--- config.mk ---
export PLATFORM = sky130hd
export DESIGN_NAME = scp_cell
export DESIGN_NICKNAME = d
export VERILOG_FILES = /design/src/rtl/core/scp_pkg.sv /design/src/rtl/core/scp_cell.sv
export SDC_FILE = /design/constraint.sdc
export NUM_CORES = 1
export LEC_CHECK = 0
export BUFFER_PORTS_ARGS = -buffer_cell sky130_fd_sc_hd__buf_4
export CAP_MARGIN = 5
export CORE_MARGIN = 4
export CORE_UTILIZATION = 40
export CTS_BUF_LIST = sky130_fd_sc_hd__clkbuf_2 sky130_fd_sc_hd__clkbuf_4 sky130_fd_sc_hd__clkbuf_8
export DETAILED_ROUTE_END_ITERATION = 12
export MAX_ROUTING_LAYER = met4
export PLACE_DENSITY = 0.76
export SLEW_MARGIN = 20
export SYNTH_ARGS = -nofsm -noshare
export SYNTH_HDL_FRONTEND = slang
export SYNTH_SLANG_ARGS = --single-unit
--- constraint.sdc ---
create_clock -name clk -period 1.98 [get_ports clk]
set_clock_uncertainty 0.05 [all_clocks]
set_input_delay 0.099 -clock clk [delete_from_list [all_inputs] [get_ports clk]]
set_output_delay 0.099 -clock clk [all_outputs]
set_load 0.005 [all_outputs]
--- src/rtl/core/scp_pkg.sv ---
// ----------------------------------------------------------------------------
// scp_pkg
// Shared types and constants of the sorted candidate pool core.
// ----------------------------------------------------------------------------
package scp_pkg;

    // Default sizing
    localparam int POOL_DEPTH_DEF = 64;
    localparam int ID_WIDTH_DEF   = 24;

    // Fixed field widths of the channels
    localparam int OP_W     = 2;
    localparam int ID_W     = 24;
    localparam int KEY_W    = 32;
    localparam int POS_W    = 6;
    localparam int CFG_W    = 7;

    localparam logic [CFG_W-1:0] POOL_SIZE_RST = 7'd64;
    localparam logic [KEY_W-1:0] KEY_MAX       = '1;

    // Operation codes
    typedef enum logic [OP_W-1:0] {
        OP_INSERT = 2'd0,
        OP_TAKE   = 2'd1,
        OP_CLEAR  = 2'd2,
        OP_NONE   = 2'd3
    } op_t;

    // Broadcast control from the sequencer to every cell
    typedef struct packed {
        logic clear;   // return slot to reset value
        logic take;    // take transaction in this cycle
        logic scan;    // compare step of the insert scan
        logic commit;  // place the candidate and shift the tail
    } cell_ctrl_t;

    // Compare report of the cell under scan
    typedef struct packed {
        logic gt;   // slot key greater than candidate key
        logic eq;   // slot key equal to candidate key
        logic dup;  // equal key and same id
    } cell_rpt_t;

endpackage

--- src/rtl/core/scp_cell.sv ---
// ----------------------------------------------------------------------------
// scp_cell
// One pool slot: compares against the broadcast candidate when scanned,
// loads from its left neighbor on a shift, answers take reads.
// ----------------------------------------------------------------------------
module scp_cell #(
    parameter int INDEX      = 0,
    parameter int POOL_DEPTH = scp_pkg::POOL_DEPTH_DEF,
    parameter int ID_WIDTH   = scp_pkg::ID_WIDTH_DEF
) (
    input  logic                              clk,
    input  logic                              rst_n,
    input  scp_pkg::cell_ctrl_t               ctrl,
    input  logic [$clog2(POOL_DEPTH)-1:0]     scan_idx,
    input  logic [$clog2(POOL_DEPTH)-1:0]     take_idx,
    input  logic [$clog2(POOL_DEPTH)-1:0]     place_pos,
    input  logic [$clog2(POOL_DEPTH+1)-1:0]   used,
    input  logic [ID_WIDTH-1:0]               cand_id,
    input  logic [scp_pkg::KEY_W-1:0]         cand_key,
    input  logic [ID_WIDTH-1:0]               left_id,
    input  logic [scp_pkg::KEY_W-1:0]         left_dist,
    input  logic                              left_flag,
    output logic [ID_WIDTH-1:0]               slot_id,
    output logic [scp_pkg::KEY_W-1:0]         slot_dist,
    output logic                              slot_flag,
    output scp_pkg::cell_rpt_t                rpt,
    output logic [scp_pkg::ID_W-1:0]          tk_id,
    output logic [scp_pkg::KEY_W-1:0]         tk_dist,
    output logic                              tk_flag
);
    import scp_pkg::*;

    localparam int IW = $clog2(POOL_DEPTH);
    localparam int UW = $clog2(POOL_DEPTH + 1);
    localparam logic [IW-1:0] MY_IDX  = IW'(INDEX);
    localparam logic [UW-1:0] MY_UIDX = UW'(INDEX);

    logic [ID_WIDTH-1:0] id_reg;
    logic [KEY_W-1:0]    dist_reg;
    logic                flag_reg;
    logic                scan_hit;
    logic                take_sel;

    // Compare and take select
    always_comb
    begin
        scan_hit = ctrl.scan && (scan_idx == MY_IDX);
        take_sel = ctrl.take && (take_idx == MY_IDX);
        rpt.gt   = scan_hit && (dist_reg > cand_key);
        rpt.eq   = scan_hit && (dist_reg == cand_key);
        rpt.dup  = rpt.eq && (id_reg == cand_id);
        tk_id    = take_sel ? ID_W'(id_reg) : '0;
        tk_dist  = take_sel ? dist_reg : '0;
        tk_flag  = take_sel && flag_reg;
    end

    // Slot storage
    always_ff @(posedge clk or negedge rst_n)
    begin
        if (!rst_n)
        begin
            id_reg   <= '0;
            dist_reg <= KEY_MAX;
            flag_reg <= 1'b0;
        end
        else if (ctrl.clear)
        begin
            id_reg   <= '0;
            dist_reg <= KEY_MAX;
            flag_reg <= 1'b0;
        end
        else if (take_sel)
        begin
            flag_reg <= 1'b0;
        end
        else if (ctrl.commit)
        begin
            if (place_pos == MY_IDX)
            begin
                id_reg   <= cand_id;
                dist_reg <= cand_key;
                flag_reg <= 1'b1;
            end
            else if ((MY_IDX > place_pos) && (MY_UIDX < used))
            begin
                id_reg   <= left_id;
                dist_reg <= left_dist;
                flag_reg <= left_flag;
            end
        end
    end

    assign slot_id   = id_reg;
    assign slot_dist = dist_reg;
    assign slot_flag = flag_reg;

endmodule

* Word level (Yosys, flattened, before mapping)
Index checks and enable logic that the tools add are counted.
** Storage, ports and cells
- Flip-flop bits (word level) :: 57
- Bits in latches :: 0
- RAM bits :: 0
- Memory bits (read-only) :: 0
- Output and inout bits :: 117
- Memories kept :: 0
** Cells by class
- $add $sub $neg :: 0
- Multipliers :: 0
- Div/mod/pow operators :: 0
- $lt $le $gt $ge :: 3
- Equality and inequality tests :: 3
- Shift operators :: 0
- Multiplexer cells :: 17
- Bitwise operators :: 0
- Reductions and logical operators :: 16
** Operators by type and width (count)
- 32-bit two-way mux :: 6
- 24-bit two-way mux :: 6
- 32-bit == test :: 1
- 32-bit greater-than comparator :: 1
- 24-bit == test :: 1
- 6-bit zero test :: 3
- 1-bit logical AND :: 7
- 1-bit by 7-bit less-than comparator with 1-bit output (first input constant) :: 1
- 1-bit by 6-bit greater-than comparator with 1-bit output (first input constant) :: 1
- 3-bit nonzero test :: 2
- 1-bit two-way mux :: 5
- 4-bit nonzero test :: 1
- 3-bit AND reduction :: 1
- 2-bit != test (second input constant) :: 1
- 2-bit AND reduction :: 1
- 2-bit nonzero test :: 1

* Logic depth before layout (Yosys ltp)
- Depth in word-level cells :: 7
- Depth in mapped cells :: 7
- Gate-level depth less buffers :: 7

* Worst setup path before layout
Ideal clock, no wire load.
- Path type :: register -> output
- Start :: reg dist_reg[30], in the netlist slot_dist[30]
- End :: out rpt[0] (netlist bit)
- Data arrival time :: 1.621 ns
- Required time :: 1.831 ns
- Path slack :: 0.210 ns
- Stages on the path, launching flop included :: 7
- Buffers on the path :: 0
- Path through :: dfstp_2 > ha_1 > nand4_1 > nor4_1 > nand2_1 > nor2_1 > and4_1
** RTL lines
- from (decl) :: RTL line scp_cell.sv:39 : logic [KEY_W-1:0] dist_reg;
- from (signal assigned) :: RTL line scp_cell.sv:81 : dist_reg <= cand_key;
- from (signal assigned) :: RTL line scp_cell.sv:87 : dist_reg <= left_dist;
- to (decl) :: RTL line scp_cell.sv:26 : output scp_pkg::cell_rpt_t rpt,

==> metrics.cfg <==
[clock_network]
cts_buffers=9
clock_sinks=57
clk_path_buf_depth=2
tritoncts=built
clockRootBuffer=clkbuf_8
htreeDepth=3
clkLatencyLatePin_ps=320
clkTransAtPathRegs_ps=70

[critical_path]
worst-endpoint-arrival_ps=2220
cp-start-kind=flop
r2r-start=slot_dist[18]
cpMostUsedCell=buf_4
critPathSlowestCell=dfstp_2
cp_max_fo=3
end_kind=primary output
cp_cell_sequence=ha_1 -> nand4_1 -> nor4_2 -> buf_4 -> nand2_4 -> nor2_4 -> and4_1 -> buf_4
critPathKind=flop to primary output
cp.required_ps=1830
crit_start=slot_dist[24]
cpPeakStageDelay_ps=550

[finish]
fin_nets=912
finalInstanceArea_sq_um=6650
final_common_cell=buf_4
layout_common_cells=buf_4 (222), nand2_1 (117), and2_1 (57), dlygate4sd3_1 (57), a21oi_1 (36)
fillers=721
syn2layout_area_growth_pct=70.7
post-route-util_pct=71.0
drive_above_1_share_pct=40.2
fin_cells=870
antennaDiodeCount=0

[synth]
syn_area_per_cell_sq_um=8.42
syn_nets=639
ys_seq_area_share_pct=37.6
synth.distinct_cells=33
yosys_warnings=0
synth_area_sq_um=3900
syn_inst=463
ys_ff_latch=57

[power]
peakVddDrop_mv=0.300
p_total_mw=2.73
power_leakage_nw=3.27
p_per_area_nw_per_um2=410

[timing]
finalSetupViolations=3
holdWs_ps=20.8
maxSlewViolCount=0
rsz0062_at_grt=true
final.period_utilization_pct=119
tns_ps=-1090
tightest_slew_ps=740
slew_headroom_pct=50.6
fmaxAchievable_mhz=423
setup_ws_ps=-386
period_needed_ps=2370
hold_viol=0

[global_routing]
grt_pass1_vias=4508
grt-ovfl-total=0
grt_max_degree=58
grt_pass1_wl_um=21600
grtUsageTotal_pct=23.8
antenna_found_initial=0

[routing]
post-route-drc-count=0
drt_wl_total_um=13200
ant_nets=0
num_vias=4321
via_per_inst=4.97
drt-initial-drc-count=128
drt-wirelength-per-cell_um=15.2
firstDrtPassIters=4

[floorplanning]
row_count=35
initial_core_util_pct=41.6
die_h_um=107
core_area_sq_um=9370
die_x_um=107
ios=261
dieArea_sq_um=11400

[place]
dpl_worst_slack_ps=-163
dpl.hpwl_um=9220
gp_congestion=0.842
dp_cells=793
dpl_cell_area_sq_um=5690
io_buffer_count=196

[min_path]
min_path_type=primary input to flop
hold_start=place_pos[0]

[job]
cap_viol_max_count=0

[run_status]
violations=negative setup slack
status=finished with violations

-- critical path: cells and delay by family, from the launching register on --
family                     cells  cell delay (ps)
and+or+nand+nor                5              900
DFF                            1              550
buffers and inverters          2              300
adders and majority gates      1              130
-- state kept, by name (all words and copies together) (netlist names) --
name	cells
slot_id	24
slot_dist	32
slot_flag	1
-- where the power goes --
group | internal (mW) | leakage [nW] | switching, mW | total [mW]
clock | 0.566 | 0.103 | 0.483 | 1.05
sequential | 1.18 | 0.686 | 0.00730 | 1.19
combinational | 0.291 | 2.48 | 0.204 | 0.495
total | 2.03 | 3.27 | 0.694 | 2.73
-- area by class of cell --
cell class | instances | area [sq um] | area share, %
sequential | 57 | 1470 | 22.1
multi-input combinational | 350 | 2360 | 35.5
timing repair buffer | 286 | 2350 | 35.4
inverter | 32 | 120 | 1.81
clock inverter | 3 | 15.0 | 0.226
tap | 129 | 161 | 2.43
clock buffer | 13 | 173 | 2.60
-- worst paths after layout --
kind | endpoint | cells past startpoint | slack (ps)
setup / recovery | rpt[0] | 8 | -390
hold / removal | slot_flag | 4 | 20
setup reg to reg | slot_dist[18] | 3 | 1060
hold reg to reg | slot_dist[3] | 2 | 470
max in group asynchronous | slot_id[17] | 2 | 1040
min in group asynchronous | slot_id[21] | 2 | 360
-- Yosys cell counts, drive strengths merged --
| cell | instances | area, sq um |
|---|---|---|
| buf | 11 | 68.8 |
| inv | 32 | 120 |
| or4b | 2 | 23.8 |
| a21o | 3 | 22.5 |
| a221o | 2 | 20.0 |
| o21ai | 2 | 10.0 |
| nor2 | 4 | 15.0 |
| o211ai | 1 | 7.51 |
| xnor2 | 16 | 140 |
| dfstp | 32 | 841 |
| a41o | 1 | 10.0 |
| nor2b | 2 | 12.5 |
| nand2 | 118 | 443 |
| clkbuf | 13 | 48.8 |
| nand3b | 32 | 240 |
| nand2b | 1 | 6.26 |
| and4 | 1 | 8.76 |
| o31ai | 1 | 7.51 |
| and2 | 57 | 357 |
| nand3 | 5 | 25.0 |
| nand4 | 12 | 75.1 |
| a21oi | 37 | 185 |
| a2111oi | 1 | 8.76 |
| ha | 32 | 400 |
| xor2 | 8 | 70.1 |
| dfrtp | 25 | 626 |
| nor4 | 8 | 80.1 |
| nor3 | 3 | 15.0 |
| nor4b | 1 | 8.76 |
-- layer usage --
metal,wire length (um),vias to the layer above,track usage (%)
met3,838,18,4.27
met1,5450,2054,27.3
met5,0,-,-
li1,-,2068,-
met4,192,0,8.31
met2,6770,181,41.9
-- kinds of logic (layout without fill, tap and decap cells) --
family | after synthesis | count (layout) | synth area share, %
simple gates | 246 | 246 | 33.6
flops | 57 | 57 | 37.6
buf+inv | 56 | 334 | 6.10
compound gates | 48 | 48 | 6.97
fa+ha+maj | 32 | 32 | 10.3
xor+xnor | 24 | 24 | 5.39
-- what timing repair did --
item | CTS | global route
gates resized for setup | 17 | 5
hold endpoints to repair | 81 | 0
hold buffers | 57 | 0
setup buffers | 2 | 3
pin swaps | 8 | 3
setup endpoints to repair | 3 | 3
Note: power is estimated with default switching activity, not from simulation.
